## config.mk

```make
export PLATFORM = sky130hd
export DESIGN_NAME = button_hold_duration_classifier
export DESIGN_NICKNAME = d
export VERILOG_FILES = /design/src/hw/rtl/bhd_pkg.sv /design/src/hw/rtl/bhd_ram.sv /design/src/hw/rtl/bhd_tracker.sv /design/src/hw/rtl/bhd_fifo.sv /design/src/hw/rtl/button_hold_duration_classifier.sv
export SDC_FILE = /design/constraint.sdc
export NUM_CORES = 1
export LEC_CHECK = 0
export ABC_AREA = 1
export BUFFER_PORTS_ARGS = -buffer_cell sky130_fd_sc_hd__buf_2
export CAP_MARGIN = 20
export CORE_MARGIN = 2
export CORE_UTILIZATION = 60
export CTS_BUF_LIST = sky130_fd_sc_hd__clkbuf_4 sky130_fd_sc_hd__clkbuf_8
export DETAILED_ROUTE_END_ITERATION = 6
export PLACE_DENSITY = 0.77
export SYNTH_ARGS = -nofsm -noshare
export SYNTH_HDL_FRONTEND = slang
export SYNTH_SLANG_ARGS = --single-unit
```

## constraint.sdc

```tcl
create_clock -name clk -period 6.13 [get_ports clk]
set_clock_uncertainty 0.15 [all_clocks]
set_input_delay 1.5325 -clock clk [delete_from_list [all_inputs] [get_ports clk]]
set_output_delay 1.5325 -clock clk [all_outputs]
set_load 0.05 [all_outputs]
```

## src/hw/rtl/bhd_pkg.sv

```systemverilog
// Shared types, constants and the hold classifier for the button hold classifier.
`default_nettype none
package bhd_pkg;

  localparam int FIFO_DEPTH = 32;
  localparam int PTR_W      = $clog2(FIFO_DEPTH);
  localparam int CNT_W      = $clog2(FIFO_DEPTH + 1);
  localparam int CODE_W     = 3;
  localparam int CFG_W      = 8;
  localparam int IDX_W      = 2;

  localparam logic [CNT_W-1:0] DEPTH_CNT = CNT_W'(FIFO_DEPTH);
  localparam logic [PTR_W-1:0] PTR_LAST  = PTR_W'(FIFO_DEPTH - 1);

  localparam logic             CMD_TICK = 1'b0;
  localparam logic             CMD_READ = 1'b1;

  localparam logic [IDX_W-1:0] REG_TICKS_PER_SEC = 2'd0;
  localparam logic [IDX_W-1:0] REG_REBOOT_SEC    = 2'd1;
  localparam logic [IDX_W-1:0] REG_FACTORY_SEC   = 2'd2;
  localparam logic [IDX_W-1:0] REG_WIPE_SEC      = 2'd3;

  localparam logic [CODE_W-1:0] EV_EDGE   = 3'd0;
  localparam logic [CODE_W-1:0] EV_CLASS1 = 3'd1;
  localparam logic [CODE_W-1:0] EV_CLASS2 = 3'd2;
  localparam logic [CODE_W-1:0] EV_CLASS3 = 3'd3;
  localparam logic [CODE_W-1:0] EV_CLASS4 = 3'd4;
  localparam logic [CODE_W-1:0] NO_CLASS  = 3'd7;

  localparam logic [7:0] MAX_SECONDS = 8'd255;

  typedef struct packed {
    logic [CFG_W-1:0] ticks_per_second;
    logic [CFG_W-1:0] reboot_seconds;
    logic [CFG_W-1:0] factory_seconds;
    logic [CFG_W-1:0] full_wipe_seconds;
  } cfg_t;

  typedef struct packed {
    logic              vld;
    logic [CODE_W-1:0] code;
  } push_t;

  function automatic logic [CODE_W-1:0] hold_class(input logic [7:0] secs, input cfg_t cfg);
    logic [CODE_W-1:0] cls;
    if (secs < cfg.reboot_seconds) begin
      cls = EV_CLASS1;
    end else if (secs < cfg.factory_seconds) begin
      cls = EV_CLASS2;
    end else if (secs < cfg.full_wipe_seconds) begin
      cls = EV_CLASS3;
    end else begin
      cls = EV_CLASS4;
    end
    return cls;
  endfunction

endpackage
`default_nettype wire

```

## src/hw/rtl/bhd_ram.sv

```systemverilog
// Generic single-write, single-read RAM with registered read data.
`default_nettype none
module bhd_ram #(
  parameter int WIDTH = 8,
  parameter int DEPTH = 32
) (
  input  wire logic                     clk,
  input  wire logic                     we,
  input  wire logic [$clog2(DEPTH)-1:0] waddr,
  input  wire logic [WIDTH-1:0]         wdata,
  input  wire logic                     re,
  input  wire logic [$clog2(DEPTH)-1:0] raddr,
  output logic      [WIDTH-1:0]         rdata
);

  logic [WIDTH-1:0] mem [DEPTH];
  logic [WIDTH-1:0] rdata_r;

  always_ff @(posedge clk) begin
    if (we) begin
      mem[waddr] <= wdata;
    end
    if (re) begin
      rdata_r <= mem[raddr];
    end
  end

  assign rdata = rdata_r;

endmodule
`default_nettype wire

```

## src/hw/rtl/bhd_tracker.sv

```systemverilog
// Press tracker: hold timing, classification and event generation per tick.
`default_nettype none
module bhd_tracker
  import bhd_pkg::*;
(
  input  wire logic  clk,
  input  wire logic  rst_n,
  input  wire cfg_t  cfg,
  input  wire logic  tick,
  input  wire logic  button_down,
  output push_t      push_a,
  output push_t      push_b
);

  logic              active_r, active_nxt;
  logic [7:0]        sub_r, sub_nxt;
  logic [7:0]        held_r, held_nxt;
  logic [CODE_W-1:0] last_r, last_nxt;
  logic [8:0]        sub_inc;
  logic [7:0]        held_upd;
  logic [CODE_W-1:0] cls;

  always_comb begin
    active_nxt = active_r;
    sub_nxt    = sub_r;
    held_nxt   = held_r;
    last_nxt   = last_r;
    push_a     = '{vld: 1'b0, code: EV_EDGE};
    push_b     = '{vld: 1'b0, code: EV_EDGE};
    sub_inc    = {1'b0, sub_r} + 9'd1;
    held_upd   = held_r;
    if (sub_inc >= {1'b0, cfg.ticks_per_second} && held_r != MAX_SECONDS) begin
      held_upd = held_r + 8'd1;
    end
    cls = hold_class(held_upd, cfg);
    if (tick) begin
      if (!active_r) begin
        if (button_down) begin
          push_a     = '{vld: 1'b1, code: EV_EDGE};
          active_nxt = 1'b1;
          sub_nxt    = '0;
          held_nxt   = '0;
          last_nxt   = NO_CLASS;
        end
      end else begin
        if (sub_inc >= {1'b0, cfg.ticks_per_second}) begin
          sub_nxt = '0;
        end else begin
          sub_nxt = sub_inc[7:0];
        end
        held_nxt = held_upd;
        if (cls != last_r) begin
          last_nxt = cls;
          push_a   = '{vld: 1'b1, code: cls};
        end
        if (!button_down) begin
          push_b     = '{vld: 1'b1, code: EV_EDGE};
          active_nxt = 1'b0;
        end
      end
    end
  end

  always_ff @(posedge clk) begin
    if (!rst_n) begin
      active_r <= 1'b0;
      sub_r    <= '0;
      held_r   <= '0;
      last_r   <= NO_CLASS;
    end else begin
      active_r <= active_nxt;
      sub_r    <= sub_nxt;
      held_r   <= held_nxt;
      last_r   <= last_nxt;
    end
  end

endmodule
`default_nettype wire

```

## src/hw/rtl/bhd_fifo.sv

```systemverilog
// Event FIFO around the event RAM, with read pipeline and output register.
`default_nettype none
module bhd_fifo
  import bhd_pkg::*;
(
  input  wire logic              clk,
  input  wire logic              rst_n,
  input  wire push_t             push_a,
  input  wire push_t             push_b,
  input  wire logic              rd_req,
  input  wire logic              out_tready,
  output logic                   out_tvalid,
  output logic      [CODE_W-1:0] out_code,
  output logic                   out_empty,
  output logic                   hold
);

  logic [PTR_W-1:0]  wr_ptr_r, wr_ptr_nxt;
  logic [PTR_W-1:0]  rd_ptr_r, rd_ptr_nxt;
  logic [CNT_W-1:0]  cnt_r, cnt_nxt;
  logic              pend_r, pend_nxt;
  logic              a_vld_r, a_vld_nxt;
  logic              a_empty_r;
  logic              o_vld_r, o_vld_nxt;
  logic [CODE_W-1:0] o_code_r;
  logic              o_empty_r;
  logic              push_req;
  logic [CODE_W-1:0] push_code;
  logic              push_en;
  logic              pop_en;
  logic              a_adv;
  logic [CODE_W-1:0] rdata;

  always_comb begin
    push_req  = 1'b0;
    push_code = EV_EDGE;
    pend_nxt  = 1'b0;
    if (pend_r) begin
      push_req = 1'b1;
    end else if (push_a.vld) begin
      push_req  = 1'b1;
      push_code = push_a.code;
      pend_nxt  = push_b.vld;
    end else if (push_b.vld) begin
      push_req  = 1'b1;
      push_code = push_b.code;
    end
  end

  assign push_en = push_req && (cnt_r != DEPTH_CNT);
  assign pop_en  = rd_req && (cnt_r != '0);
  assign a_adv   = a_vld_r && (!o_vld_r || out_tready);
  assign hold    = pend_r || (a_vld_r && o_vld_r && !out_tready);

  always_comb begin
    wr_ptr_nxt = wr_ptr_r;
    rd_ptr_nxt = rd_ptr_r;
    cnt_nxt    = cnt_r;
    if (push_en) begin
      wr_ptr_nxt = (wr_ptr_r == PTR_LAST) ? '0 : wr_ptr_r + PTR_W'(1);
    end
    if (pop_en) begin
      rd_ptr_nxt = (rd_ptr_r == PTR_LAST) ? '0 : rd_ptr_r + PTR_W'(1);
    end
    if (push_en && !pop_en) begin
      cnt_nxt = cnt_r + CNT_W'(1);
    end else if (pop_en && !push_en) begin
      cnt_nxt = cnt_r - CNT_W'(1);
    end
    a_vld_nxt = a_vld_r;
    if (rd_req) begin
      a_vld_nxt = 1'b1;
    end else if (a_adv) begin
      a_vld_nxt = 1'b0;
    end
    o_vld_nxt = o_vld_r;
    if (a_adv) begin
      o_vld_nxt = 1'b1;
    end else if (out_tready) begin
      o_vld_nxt = 1'b0;
    end
  end

  bhd_ram #(
    .WIDTH(CODE_W),
    .DEPTH(FIFO_DEPTH)
  ) u_ram (
    .clk  (clk),
    .we   (push_en),
    .waddr(wr_ptr_r),
    .wdata(push_code),
    .re   (pop_en),
    .raddr(rd_ptr_r),
    .rdata(rdata)
  );

  always_ff @(posedge clk) begin
    if (!rst_n) begin
      wr_ptr_r <= '0;
      rd_ptr_r <= '0;
      cnt_r    <= '0;
      pend_r   <= 1'b0;
      a_vld_r  <= 1'b0;
      o_vld_r  <= 1'b0;
    end else begin
      wr_ptr_r <= wr_ptr_nxt;
      rd_ptr_r <= rd_ptr_nxt;
      cnt_r    <= cnt_nxt;
      pend_r   <= pend_nxt;
      a_vld_r  <= a_vld_nxt;
      o_vld_r  <= o_vld_nxt;
    end
  end

  always_ff @(posedge clk) begin
    if (rd_req) begin
      a_empty_r <= (cnt_r == '0);
    end
    if (a_adv) begin
      o_code_r  <= a_empty_r ? EV_EDGE : rdata;
      o_empty_r <= a_empty_r;
    end
  end

  assign out_tvalid = o_vld_r;
  assign out_code   = o_code_r;
  assign out_empty  = o_empty_r;

endmodule
`default_nettype wire

```

## src/hw/rtl/button_hold_duration_classifier.sv

```systemverilog
// Top level of the button hold classifier: config registers, tracker and event FIFO.
//
//   port group | dir | carries
//   in_*       | in  | ticks (tuser=0, button level in tdata) and reads (tuser=1)
//   out_*      | out | one result per read: event code, empty flag
//   cfg_*      | in  | register writes, index 0..3
//
// One item per cycle while in_tready is high; a tick that both changes class and
// sees release writes two events through the single RAM write port and pauses
// input for the second write. A read result passes the RAM read and output register.
// Synchronous active-low reset; no clearing pass, the event RAM needs none.
// out_tready low with a result held and a read in flight drops in_tready.
`default_nettype none
module button_hold_duration_classifier
  import bhd_pkg::*;
(
  input  wire logic             clk,
  input  wire logic             rst_n,
  input  wire logic             in_tvalid,
  output logic                  in_tready,
  input  wire logic [7:0]       in_tdata,   // [0] button_down, [7:1] zero
  input  wire logic [0:0]       in_tuser,   // [0] command
  output logic                  out_tvalid,
  input  wire logic             out_tready,
  output logic      [7:0]       out_tdata,  // [2:0] event_code, [7:3] zero
  output logic      [0:0]       out_tuser,  // [0] fifo_empty
  input  wire logic             cfg_we,
  input  wire logic [IDX_W-1:0] cfg_index,
  input  wire logic [CFG_W-1:0] cfg_wdata
);

  cfg_t              cfg_r, cfg_nxt;
  logic              in_acc;
  logic              tick;
  logic              rd_req;
  logic              hold;
  push_t             push_a;
  push_t             push_b;
  logic [CODE_W-1:0] out_code;
  logic              out_empty;

  always_comb begin
    cfg_nxt = cfg_r;
    if (cfg_we) begin
      case (cfg_index)
        REG_TICKS_PER_SEC: cfg_nxt.ticks_per_second  = cfg_wdata;
        REG_REBOOT_SEC:    cfg_nxt.reboot_seconds    = cfg_wdata;
        REG_FACTORY_SEC:   cfg_nxt.factory_seconds   = cfg_wdata;
        REG_WIPE_SEC:      cfg_nxt.full_wipe_seconds = cfg_wdata;
        default:           cfg_nxt = cfg_r;
      endcase
    end
  end

  always_ff @(posedge clk) begin
    if (!rst_n) begin
      cfg_r <= '{ticks_per_second: 8'd16, reboot_seconds: 8'd3,
                 factory_seconds: 8'd10, full_wipe_seconds: 8'd20};
    end else begin
      cfg_r <= cfg_nxt;
    end
  end

  assign in_tready = !hold;
  assign in_acc    = in_tvalid && in_tready;
  assign tick      = in_acc && (in_tuser[0] == CMD_TICK);
  assign rd_req    = in_acc && (in_tuser[0] == CMD_READ);

  bhd_tracker u_tracker (
    .clk        (clk),
    .rst_n      (rst_n),
    .cfg        (cfg_r),
    .tick       (tick),
    .button_down(in_tdata[0]),
    .push_a     (push_a),
    .push_b     (push_b)
  );

  bhd_fifo u_fifo (
    .clk       (clk),
    .rst_n     (rst_n),
    .push_a    (push_a),
    .push_b    (push_b),
    .rd_req    (rd_req),
    .out_tready(out_tready),
    .out_tvalid(out_tvalid),
    .out_code  (out_code),
    .out_empty (out_empty),
    .hold      (hold)
  );

  assign out_tdata = {5'd0, out_code};
  assign out_tuser = out_empty;

endmodule
`default_nettype wire

```

# Word-level counts from Yosys, hierarchy flattened
# Memories as Yosys holds them, arrays and structs flattened. A register that Yosys moved wholly into a read port is not among the register bits.
# Index checks and enable logic that the tools add are counted.
[totals]
output_inout_bits = 11
elab_cells = 107
reg_bits = 76
input_bits = 24
memories = 1
mem_bits_rw = 96
[mem_list]
columns = ["memory", "depth", "width", "rd", "rd_clocked_by_memory_dff", "wr", "line", "text"]
rows = [
  ["u_fifo.u_ram.mem", 32, 3, 1, 1, 1, "bhd_ram.sv:16", "logic [WIDTH-1:0] mem [DEPTH];"],
]
[op_classes]
n_lt_le_gt_ge = 4
eq_ne = 9
add_sub_neg = 6
mux = 35
bitwise = 3
reduce_logical = 32
[op_table]
columns = ["op", "n"]
rows = [
  ["8-bit two-way mux", 5],
  ["4-bit two-way mux", 7],
  ["3-bit two-way mux", 9],
  ["8-bit less-than comparator", 3],
  ["6-bit two-way mux", 2],
  ["1-bit logical AND", 11],
  ["5-bit by 1-bit adder with 5-bit output (second input constant)", 2],
  ["5-bit equality test (second input constant)", 2],
  ["1-bit two-way mux", 10],
  ["5-bit two-way mux", 2],
  ["2-bit AND reduction", 5],
  ["8-bit by 1-bit adder with 9-bit output (second input constant)", 1],
  ["9-bit by 8-bit greater-or-equal comparator with 1-bit output", 1],
  ["8-bit by 1-bit adder with 8-bit output (second input constant)", 1],
  ["8-bit inequality test (second input constant)", 1],
  ["2-bit nonzero test", 4],
  ["6-bit by 1-bit adder with 6-bit output (second input constant)", 1],
  ["6-bit zero test", 1],
  ["6-bit inequality test (second input constant)", 1],
  ["6-bit nonzero test", 1],
  ["6-bit by 1-bit subtractor with 6-bit output (second input constant)", 1],
  ["1-bit zero test", 5],
  ["2-bit equality test (second input constant)", 2],
  ["3-bit inequality test", 1],
  ["other kinds (7)", 10],
]

# Longest topological paths before layout
# Gate-level depths: netlist of run 1.
[depth]
ltp_word = 19
mapped_depth = 44
ltp_nobuf = 44

# Hierarchy
# A second synthesis of run 1 with hierarchy kept.
[hier_totals]
hier_cells = 1067
hier_area_um2 = 8942.3
[modules_own_cells]
columns = ["module", "seq_area_each_um2", "instances", "cells_per_inst", "area_per_inst_um2"]
rows = [
  ["bhd_ram", 2972.9, 1, 377, 4157.7],
  ["bhd_tracker", 400.4, 1, 305, 2008.2],
  ["button_hold_duration_classifier", 640.6, 1, 208, 1405.1],
  ["bhd_fifo", 530.5, 1, 177, 1371.3],
]

# Worst setup path before layout of run 1
# Ideal clock, no wire load.
[synth_timing]
kind = "input port to flip-flop"
start = "in out_tready"
end = "reg u_fifo.cnt_r[5]"
arrival_time_ns = 5.413
stages = 25
required_ns = 5.861
path_buffers = 0
setup_ns = 0.119
path_slack_ns = 0.448
cell_sequence = "inv_1 -> nand2_1 -> nor2_1 -> nor2_1 -> nand2_1 -> nor2_1 -> inv_1 -> nor2_1 -> inv_1 -> nand2_1 -> nand2_4 -> a21boi_4 -> ha_1 -> inv_1 -> ha_1 -> a21oi_1 -> inv_1 -> a31oi_1 -> o21bai_1 -> a21oi_1 -> nor2_1 -> nor2_1 -> nand2_1 -> o21ai_0 -> a21oi_1"
[synth_between]
elab_chain_cells = 14
word_cells_on_any_way = 20
cone_classes = "mux (6); reduce/logical (14)"
[synth_rtl]
columns = ["element", "line", "text"]
rows = [
  ["start, declared", "button_hold_duration_classifier.sv:24", "input wire logic out_tready,"],
  ["1-bit zero test (*)", "bhd_fifo.sv:53", "assign hold = pend_r || (a_vld_r && o_vld_r && !out_tready);"],
  ["1-bit logical AND (*)", "bhd_fifo.sv:53", ""],
  ["1-bit logical OR (*)", "bhd_fifo.sv:53", ""],
  ["1-bit zero test (*)", "button_hold_duration_classifier.sv:64", "assign in_tready = !hold;"],
  ["named net in_tready", "button_hold_duration_classifier.sv:20", "output logic in_tready,"],
  ["1-bit logical AND (*)", "button_hold_duration_classifier.sv:65", "assign in_acc = in_tvalid && in_tready;"],
  ["1-bit logical AND (*)", "button_hold_duration_classifier.sv:66", "assign tick = in_acc && (in_tuser[0] == CMD_TICK);"],
  ["4-bit two-way mux", "bhd_tracker.sv:36", "if (tick) begin"],
  ["1-bit two-way mux", "bhd_fifo.sv:44", "end else if (push_b.vld) begin"],
  ["1-bit two-way mux (*)", "bhd_fifo.sv:40", "end else if (push_a.vld) begin"],
  ["1-bit two-way mux (*)", "bhd_fifo.sv:38", "if (pend_r) begin"],
  ["1-bit logical AND (*)", "bhd_fifo.sv:50", "assign push_en = push_req && (cnt_r != DEPTH_CNT);"],
  ["named net u_fifo.push_en", "bhd_fifo.sv:29", "logic push_en;"],
  ["1-bit zero test", "bhd_fifo.sv:67", "end else if (pop_en && !push_en) begin"],
  ["1-bit logical AND", "bhd_fifo.sv:67", ""],
  ["2-bit nonzero test (no source line)", "--", ""],
  ["end signal, assigned", "bhd_fifo.sv:108", "cnt_r <= cnt_nxt;"],
  ["end, declared", "bhd_fifo.sv:20", "logic [CNT_W-1:0] cnt_r, cnt_nxt;"],
]
# Mark *: on every way through the listed nets, which the timed path passes. The rest lies on a longest branch.
# A chain may end at the register's enable or synchronous reset.

# Worst setup path after layout of run 1
[layout_timing]
start = "reg u_tracker.sub_r[0]"
end = "reg u_fifo.cnt_r[5]"
[layout_between]
elab_chain_cells = 18
word_cells_on_any_way = 22
cone_classes = "add/sub (1); order compare (4); eq/ne (1); mux (10); reduce/logical (6)"
[layout_rtl]
columns = ["element", "line", "text"]
rows = [
  ["start, declared", "bhd_tracker.sv:16", "logic [7:0] sub_r, sub_nxt;"],
  ["start signal, assigned", "bhd_tracker.sv:72", "sub_r <= sub_nxt;"],
  ["8-bit by 1-bit adder with 9-bit output (*)", "bhd_tracker.sv:30", "sub_inc = {1'b0, sub_r} + 9'd1;"],
  ["9-bit by 8-bit greater-or-equal comparator with 1-bit output (*)", "bhd_tracker.sv:32", "if (sub_inc >= {1'b0, cfg.ticks_per_second} && held_r != MAX_SECONDS) begin"],
  ["1-bit logical AND (*)", "bhd_tracker.sv:32", ""],
  ["8-bit two-way mux (*)", "bhd_tracker.sv:32", ""],
  ["8-bit less-than comparator", "bhd_pkg.sv:50", "end else if (secs < cfg.full_wipe_seconds) begin"],
  ["3-bit two-way mux", "bhd_pkg.sv:50", ""],
  ["3-bit two-way mux", "bhd_pkg.sv:48", "end else if (secs < cfg.factory_seconds) begin"],
  ["3-bit two-way mux (*)", "bhd_pkg.sv:46", "if (secs < cfg.reboot_seconds) begin"],
  ["[... 3 more ...]", "--", ""],
  ["4-bit two-way mux (*)", "bhd_tracker.sv:36", ""],
  ["1-bit two-way mux (*)", "bhd_fifo.sv:40", ""],
  ["1-bit two-way mux (*)", "bhd_fifo.sv:38", ""],
  ["1-bit logical AND (*)", "bhd_fifo.sv:50", ""],
  ["named net u_fifo.push_en", "bhd_fifo.sv:29", ""],
  ["1-bit zero test", "bhd_fifo.sv:67", ""],
  ["1-bit logical AND", "bhd_fifo.sv:67", ""],
  ["2-bit nonzero test (no source line)", "--", ""],
]
# Marks and branches as above.

==> flow_metrics.tcl, run 1 <==
set metrics [dict create \
    r2r_start "u_tracker.sub_r[0]" \
    diodes 0 \
    final_nets 987 \
    synth-seq-area-share_pct 54.8 \
    cts.clk_slew.worst_paths_ns 0.09 \
    fin_util_pct 68.1 \
    worstMarginPinSlew_ns 0.838 \
    grt_pass1_vias 5660 \
    cts_sinks 175 \
    grt_overflow 0 \
    r2r_slack_ns 0.54 \
    synthCells 896 \
    num_vias 6156 \
    cts_max_level 4 \
    cts_root_buffer "clkbuf_8" \
    arrival_ns 5.81 \
    clock_latency_ns 0.47 \
    fin_setup_tns_ns 0 \
    port_buffers 22 \
    drv_slew 0 \
    hold_end "cfg_r[21]" \
    ys.flop_type "edfxtp_1" \
    syn_area_um2 8290 \
    synth_xor_area_share_pct 1.59 \
    syn_avg_cell_area_um2 9.25 \
    antenna_found_initial 0 \
    synth_compound_area_share_pct 13.8 \
    r2r-end "u_fifo.cnt_r[5]" \
    rows 42 \
    hpwlAfterDp_um 11500 \
    regArea_um2 4550 \
    holdPathStages 2 \
    ir_drop_mv 0.157 \
    ys_warn_count 0 \
    critPathMostFrequentCell "nand2_1" \
    fin_ws_ns 0.535 \
    p_leak_nw 3.53 \
    gp_congestion 0.809 \
    reg2regPathDepth 43 \
    hold_buffers 0 \
    coreArea_um2 13300 \
    post-route-period-util_pct 91.3 \
    synthMuxAreaShare_pct 0.136 \
    clock_path_buffers 2 \
    cp_data_required_time_ns 6.34 \
    drc_errors 0 \
    multiInputGateArea_um2 3330 \
    cpMaxStageDelayCell "dfxtp_2" \
    grt_usage_pct 24.4 \
    synth_top_cells_by_area "edfxtp_1 (38%), dfxtp_1 (17%), ha_1 (6.5%)" \
    drt_iter0_drc 843 \
    die_y_um 122 \
    synth_fa_ha_area_share_pct 6.74 \
    hold_path.class "reg -> reg" \
    yosys.area_share.simple_pct 16.7 \
    start_util_pct 62.1 \
    grt_start_max_net_pins 52 \
    cts-buffers-inserted 17 \
    setup_viol 0 \
    via_per_inst 5.56 \
    drive_gt1_share_pct 10.7 \
    dr.pass1.iters 5 \
    synth_most_common_cell "nor2_1" \
    dp_worst_setup_slack_ns 0.162 \
    worst_hold_slack_ns 0.314 \
    synth_top_family_by_area "simple AND/OR/NAND/NOR gates" \
    antenna_left 0 \
    drt-total-wl_um 17200 \
    cp-end-kind "flop" \
    startpoint "u_tracker.sub_r[0]" \
    drv_cap 0 \
    ys_types 40 \
    drt-wirelength-per-cell_um 15.5 \
    worst-path-max-fanout 6 \
    worstSetupPathType "reg -> reg" \
    slowest_delay_ns 0.36 \
    outcome "complete, no violations" \
    critPathLaunchType "flop" \
    hp-start "cfg_r[21]" \
    tritoncts "yes" \
    io_pins 35 \
    area_growth_pct 9.65 \
    power_density_nw_per_um2 278 \
    synth_edf_count 104 \
    finalHoldViolCount 0 \
    fmax_ghz 0.179 \
    ys_ff_latch 175 \
    grt_pass1_wl_um 27800 \
    synth_top_area_share_pct 37.7 \
    die_w_um 122 \
    period_minus_slack_ns 5.59 \
    synthArstFlopShare_pct 0 \
    fillCellCount 1035 \
    dieArea_um2 14800 \
    synth_top_cell_by_area "edfxtp_1" \
    yosys-top-cells-count "nor2_1 (141), nand2_1 (117), edfxtp_1 (104)" \
    max_slew_margin_pct 43.8 \
]
how the worst max path moves through the flow:
stage,to,cells after the start
3_5_place_dp,u_fifo.cnt_r[5],43
2_1_floorplan,u_fifo.cnt_r[5],25
3_3_place_gp,u_fifo.cnt_r[5],43
4_1_cts,u_fifo.cnt_r[5],43
6_report,u_fifo.cnt_r[5],43
5_1_grt,u_fifo.cnt_r[5],43
cells by family (layout without fill, tap and decap cells):
kind of cell / after synthesis / after routing
XOR/XNOR: 15 / 15
adder cells (fa/ha/maj): 44 / 44
multiplexers: 1 / 1
other: 1 / 5
buffers and inverters: 131 / 163
flip-flops: 175 / 175
AND/OR/NAND/NOR: 323 / 323
AO/OA/AOI/OAI: 206 / 206
sequential cells by signal, indices dropped and copies added (netlist names), 3 cells and up:
| signal | flops |
|---|---|
| u_fifo.u_ram.mem | 96 |
| cfg_r | 32 |
| u_tracker.held_r | 8 |
| u_tracker.sub_r | 8 |
| u_fifo.cnt_r | 6 |
| u_fifo.rd_ptr_r | 5 |
| u_fifo.wr_ptr_r | 5 |
| u_fifo.out_code | 3 |
| u_fifo.u_ram.rdata | 3 |
| u_tracker.last_r | 3 |
metrics by stage:
stage / std cells / instance area [um2] / power [mW]
after floorplan: 900 / 8300 / 1.60
after global placement: 1074 / 8570 / 1.68
after detailed placement: 1074 / 8570 / 1.69
after CTS: 1106 / 9000 / 2.51
after global routing: 1108 / 9080 / 2.63
final: 1108 / 9080 / 2.52
routing by layer:
layer / up-vias / wire length [um] / global-route usage (%)
met5: - / 0 / 0
met4: 0 / 319 / 9.55
met2: 176 / 7800 / 37.0
met1: 2853 / 8260 / 35.6
met3: 29 / 827 / 3.76
li1: 3098 / - / -
report_power, final:
group	internal (mW)	leakage (nW)	switching, mW
logic	0.126	1.89	0.246
registers	1.28	1.42	0.0344
clock network	0.425	0.206	0.413
total	1.83	3.53	0.693
layout by cell type (no fill, tap or decap), types with 4 or more instances in the layout:
cell,Yosys,routed
conb_1,1,5
nand2_2,3,4
nand2_4,7,7
o22ai_1,12,12
clkbuf_8,0,18
buf_2,0,22
xnor2_1,4,4
buf_4,5,12
o211ai_1,8,8
ha_1,43,42
edfxtp_1,104,104
clkinv_4,0,4
nor3_1,12,9
nand2_1,117,116
xor2_1,11,11
o21ai_0,98,97
a21oi_1,66,63
nand3_1,27,27
nor2_1,141,140
inv_1,95,94
dfxtp_1,71,70
o221ai_1,12,12
worst max-delay path, delay by kind of cell, from the launching register on:
kind            cells  cell delay [ns]
compound gates      9             1.07
xor+xnor            2             0.32
simple gates       23             1.93
buf+inv             4             0.31
flops               1             0.36
fa+ha+maj           5             1.32
area by class of cell:
cell class,instances,share of cell area [%]
inverters,97,4.01
multi-input cells,594,36.7
well taps,176,2.42
clock inverters,12,1.78
repair buffers,34,2.20
clock buffers,20,2.89
flip-flops and latches,175,50.0
repair_timing:
action / 4_1_cts / 5_1_grt
buffers inserted: 0 / 2
setup endpoints to repair: 0 / 3
gates resized for setup: 0 / 17
(Power assumes the default switching activity.)
==> inputs of run 2 (changes only) <==
CTS_BUF_LIST = unset   (was sky130_fd_sc_hd__clkbuf_4 sky130_fd_sc_hd__clkbuf_8)
SYNTH_HIERARCHICAL = 1   (was unset)
clock period = 5.9 ns   (was 6.13 ns; I/O delays follow)
==> run 2 against run 1 <==
Effect of this change:
- global-route usage is 0.27 points higher
- largest power group unchanged
- die area is 7.7% higher
- synthesized cell count is 19% higher
- via count is 13% higher
- register-to-register slack worse by 0.18 ns
- core utilization is 1.1 points higher
- critical endpoint is now u_fifo/cnt_r[4]
- critical path depth stayed put
- flip-flop and latch count stayed put
==> flow_metrics.tcl, run 2 <==
set metrics [dict create \
    critPathMostFrequentCell "nand2_1" \
    drt-total-wl_um 19300 \
    drc_errors 0 \
    yosys-top-cells-count "nand2_1 (305), nand3_1 (130), nor2_1 (119)" \
    worstSetupPathType "reg -> reg" \
    reg_top3 "u_fifo/u_ram/mem x96, cfg_r x32" \
    drt-wirelength-per-cell_um 14.9 \
    antenna_found_initial 0 \
    worst-path-max-fanout 5 \
    ir_drop_mv 0.201 \
    finalNonFillerCells 1298 \
    start_util_pct 61.5 \
    placedCellCount 1258 \
    grt_start_max_net_pins 54 \
    dr.pass1.iters 5 \
    syn_avg_cell_area_um2 8.38 \
    arrival_ns 5.73 \
    io_pins 35 \
    largest_reg_flops 96 \
    cts_root_buffer "clkbuf_16" \
    fmax_ghz 0.180 \
    place_area_um2 9200 \
    antenna_left 0 \
    worst_hold_slack_ns 0.308 \
    ys_warn_count 6 \
    diodes 0 \
    synth-seq-area-share_pct 50.8 \
    hpwlAfterDp_um 12100 \
    ys_types 43 \
    fin_util_pct 69.1 \
    synth_top_cell_by_area "edfxtp_1" \
    rows 44 \
    hold_buffers 0 \
    holdPathStages 2 \
    worstMarginPinSlew_ns 0.856 \
    hold_path.class "reg -> reg" \
    power_density_nw_per_um2 300 \
    tritoncts "yes" \
    synth_top_area_share_pct 34.9 \
    coreArea_um2 14500 \
    p_leak_nw 4.38 \
    drv_slew 0 \
    ys.flop_type "edfxtp_1" \
    syn_area_um2 8940 \
    fin_ws_ns 0.352 \
    worst-path-buf-inv 7 \
    num_vias 6975 \
    drt_iter0_drc 536 \
    finalHoldViolCount 0 \
    reg2regPathDepth 43 \
    clock_path_buffers 2 \
    p_total_mw 3.02 \
    final_cell_area_um2 10000 \
    cts_max_level 4 \
    cts.clk_slew.worst_paths_ns 0.06 \
    slowest_delay_ns 0.41 \
    synth_most_common_cell "nand2_1" \
    max_slew_margin_pct 42.9 \
    synthArstFlopShare_pct 0 \
    cp_data_required_time_ns 6.08 \
    port_buffers 22 \
    via_per_inst 5.37 \
    grt_pass1_vias 6644 \
    period_minus_slack_ns 5.55 \
    outcome "complete, no violations" \
    grt_overflow 0 \
    path_delay_family "simple AND/OR/NAND/NOR gates" \
    synth_top_cells_by_area "edfxtp_1 (35%), dfxtp_1 (16%), nand2_1 (13%)" \
    area_growth_pct 12.4 \
    cts-buffers-inserted 17 \
    drive_gt1_share_pct 13.9 \
    dieArea_um2 15900 \
    regMostFlops "u_fifo/u_ram/mem" \
    die_w_um 126 \
    ys_ff_latch 175 \
    grt_pass1_wl_um 31100 \
    fin_setup_tns_ns 0 \
    final_common_cell "nand2_1" \
    critPathLaunchType "flop" \
    synth_edf_count 104 \
    cp-end-kind "flop" \
    gp_congestion 0.834 \
    grt_usage_pct 24.7 \
    synthCells 1067 \
    setup_viol 0 \
    dp_worst_setup_slack_ns -0.0415 \
    crit_cells 43 \
    drv_cap 0 \
    die_y_um 126 \
    post-route-period-util_pct 94.0 \
    cpMaxStageDelayCell "fa_1" \
    clock_latency_ns 0.43 \
    cts_sinks 175 \
    final_cell_mix "nand2_1 (303), nand3_1 (128), nor2_1 (116)" \
    final_nets 1166 \
]
run 2: changes by cell type in the layout (fill, tap and decap cells not counted), sizes merged, moves of 8 or more:
| cell | previous run | this run |
|---|---|---|
| nand3 | 30 | 137 |
| nor3 | 13 | 3 |
| o211ai | 8 | 0 |
| inv | 97 | 129 |
| o21ai | 98 | 8 |
| buf | 34 | 46 |
| a21oi | 66 | 49 |
| o221ai | 12 | 0 |
| o22ai | 12 | 0 |
| nor2 | 142 | 123 |
| nand2 | 127 | 324 |
run 2: cells by family (layout without fill, tap and decap cells):
family                   Yosys count  after routing  synth area share [%]
XOR/XNOR                          14             14                  1.37
AND/OR/NAND/NOR                  603            603                  29.9
buffers and inverters            167            208                  8.06
adder cells (fa/ha/maj)           41             41                  5.82
multiplexers                       1              1                 0.112
other                              2              8                0.0840
flip-flops                       175            175                  50.8
AO/OA/AOI/OAI                     64             64                  3.85
run 2: per-layer routing:
metal	wire, um	global-route usage (%)
met5	0	0
met4	502	10.7
met3	937	3.78
met2	10000	44.7
met1	7850	29.0
run 2: path summary, 6_finish.rpt:
path	from	to	slack, ns
setup reg to reg	u_tracker/sub_r[0]	u_fifo/cnt_r[4]	0.35
hold reg to reg	cfg_r[28]	cfg_r[28]	0.31
setup / recovery	u_tracker/sub_r[0]	u_fifo/cnt_r[4]	0.35
hold / removal	cfg_r[28]	cfg_r[28]	0.31
run 2: worst reg2reg max path: cells and delay by family (launching register included):
family                   cells  cell delay, ns
AO/OA/AOI/OAI                2            0.42
adder cells (fa/ha/maj)      5            1.32
AND/OR/NAND/NOR             27            2.35
XOR/XNOR                     2            0.33
buffers and inverters        7            0.53
flip-flops                   1            0.36
run 2: layout make-up:
type / count / area [um2]
flip-flops and latches: 175 / 4550
well taps: 184 / 230
repair buffers: 46 / 290
fillers: 1173 / 4480
clock buffers: 19 / 443
multi-input cells: 731 / 3880
clock inverters: 13 / 163
inverters: 130 / 493
run 2: repair_timing:
item | in CTS | in global routing
pin swaps | 0 | 10
resized for setup | 3 | 34
buffers inserted | 0 | 8
setup endpoints to repair | 4 | 101
run 2: report_power, final:
group	internal (mW)	switching, mW	total [mW]
clock network	0.678	0.464	1.14
logic	0.176	0.327	0.502
registers	1.33	0.0451	1.37
total	2.18	0.836	3.02
==> inputs of run 3 (changes only) <==
CELL_PAD_IN_SITES_DETAIL_PLACEMENT = 0   (was unset)
CELL_PAD_IN_SITES_GLOBAL_PLACEMENT = 1   (was unset)
CORE_UTILIZATION = 47   (was 60)
PLACE_DENSITY = 0.78   (was 0.77)
==> run 3 against run 2 <==
Effect of this change:
- non-clock buffer count fell by 1
- via count fell by 5.2%
- cell count rose by 3.8%
- worst setup slack improved by 0.10 ns
- design area rose by 0.15%
- critical path type unchanged
- critical endpoint is now u_fifo/cnt_r[1]
- largest cell class unchanged
==> flow_metrics.tcl, run 3 (synthesis gave the netlist of run 2 again) <==
set metrics [dict create \
    outcome "complete, no violations" \
    hpwlAfterDp_um 12600 \
    grt_pass1_wl_um 30800 \
    hold_buffers 0 \
    r2r_start "u_tracker/sub_r[0]" \
    regMostFlops "u_fifo/u_ram/mem" \
    port_buffers 22 \
    post-route-period-util_pct 92.3 \
    fin_util_pct 53.8 \
    area_growth_pct 12.6 \
    gp_congestion 0.773 \
    cts_sinks 175 \
    finalNonFillerCells 1347 \
    diodes 0 \
    grt_start_max_net_pins 54 \
    period_minus_slack_ns 5.45 \
    ir_drop_mv 0.217 \
    finalHoldViolCount 0 \
    die_w_um 142 \
    cts.clk_slew.worst_paths_ns 0.07 \
    drt-wirelength-per-cell_um 13.9 \
    final_cell_mix "nand2_1 (303), nand3_1 (129), nor2_1 (116)" \
    drv_cap 0 \
    slowest_delay_ns 0.41 \
    crit_cells 41 \
    final_common_cell "nand2_1" \
    path_delay_family "simple AND/OR/NAND/NOR gates" \
    startpoint "u_tracker/sub_r[0]" \
    dieArea_um2 20100 \
    grt_overflow 0 \
    num_vias 6610 \
    critPathLaunchType "flop" \
    cts-buffers-inserted 17 \
    r2r_slack_ns 0.45 \
    cts_max_level 4 \
    rows 50 \
    fmax_ghz 0.184 \
    hold_path.class "reg -> reg" \
    fillCellCount 1764 \
    largest_reg_flops 96 \
    multiInputGateArea_um2 3860 \
    drive_gt1_share_pct 13.7 \
    regArea_um2 4550 \
    cp-end-kind "flop" \
    worstSetupPathType "reg -> reg" \
    p_total_mw 2.98 \
    placedCellCount 1311 \
    drt_iter0_drc 364 \
    drc_errors 0 \
    tritoncts "yes" \
    cts_root_buffer "clkbuf_16" \
    fin_ws_ns 0.455 \
    drv_slew 0 \
    start_util_pct 47.8 \
    power_density_nw_per_um2 296 \
    antenna_left 0 \
    antenna_found_initial 0 \
    via_per_inst 4.91 \
    max_slew_margin_pct 46.2 \
    worst-path-buf-inv 7 \
    io_pins 35 \
    arrival_ns 5.62 \
    clock_latency_ns 0.43 \
    critPathMostFrequentCell "nand2_2" \
    reg_top3 "u_fifo/u_ram/mem x96, cfg_r x32" \
    cp_data_required_time_ns 6.07 \
    setup_viol 0 \
    clock_path_buffers 2 \
    r2r-end "u_fifo/cnt_r[1]" \
    worstMarginPinSlew_ns 0.807 \
    worst-path-max-fanout 5 \
    final_nets 1165 \
    drt-total-wl_um 18700 \
    die_y_um 142 \
    grt_pass1_vias 6416 \
    fin_setup_tns_ns 0 \
    dr.pass1.iters 4 \
    coreArea_um2 18700 \
    reg2regPathDepth 41 \
    dp_worst_setup_slack_ns -0.00477 \
    crit_path_end "u_fifo/cnt_r[1]" \
    cpMaxStageDelayCell "fa_1" \
    grt_usage_pct 19.6 \
    p_leak_nw 4.37 \
]
==> run 3: tightest hold or removal path, stage by stage, from the launching register on <==
cell and delay [ns]:
dfxtp_1 0.33, nand2_1 0.05, nand3_1 0.05
==> run 3: stage by stage <==
step / instance area, um2 / hold slack, ns
global placement: 9290 / 0.293
global route: 10100 / 0.341
CTS: 9880 / 0.317
detailed placement: 9290 / 0.300
finish: 10100 / 0.315
floorplan: 8960 / 0.278
==> run 3: worst min-delay path by stage <==
stage	from	endpoint	depth (start not counted)
detailed placement	cfg_r[17]	cfg_r[17]	2
finish	cfg_r[17]	cfg_r[17]	2
CTS	cfg_r[17]	cfg_r[17]	2
global route	cfg_r[17]	cfg_r[17]	2
floorplan	cfg_r[28]	cfg_r[28]	2
global placement	cfg_r[17]	cfg_r[17]	2
==> run 3: cell type report <==
cell class,count,share of cell area [%]
multi-input combinational,731,38.4
clock inverter,15,1.60
inverter,130,4.87
clock buffer,17,4.23
timing repair buffer,45,2.81
tap,234,2.91
sequential,175,45.2
==> run 3: report_power, final <==
| part | internal, mW | switching, mW |
|---|---|---|
| sequential | 1.33 | 0.0457 |
| clock | 0.602 | 0.513 |
| combinational | 0.176 | 0.315 |
| total | 2.11 | 0.873 |
==> run 3: timing repair <==
action                     in CTS  in global routing
setup endpoints to repair       2                102
setup buffers                   0                  4
pin swaps                       0                 10
gates resized for setup         1                 31
==> run 3: routing by layer <==
metal,global-route usage (%),wire (um),vias to the layer above
met5,0,0,-
met4,5.26,235,0
met3,4.04,480,16
met2,35.6,9430,69
met1,23.8,8590,3023
li1,-,-,3502
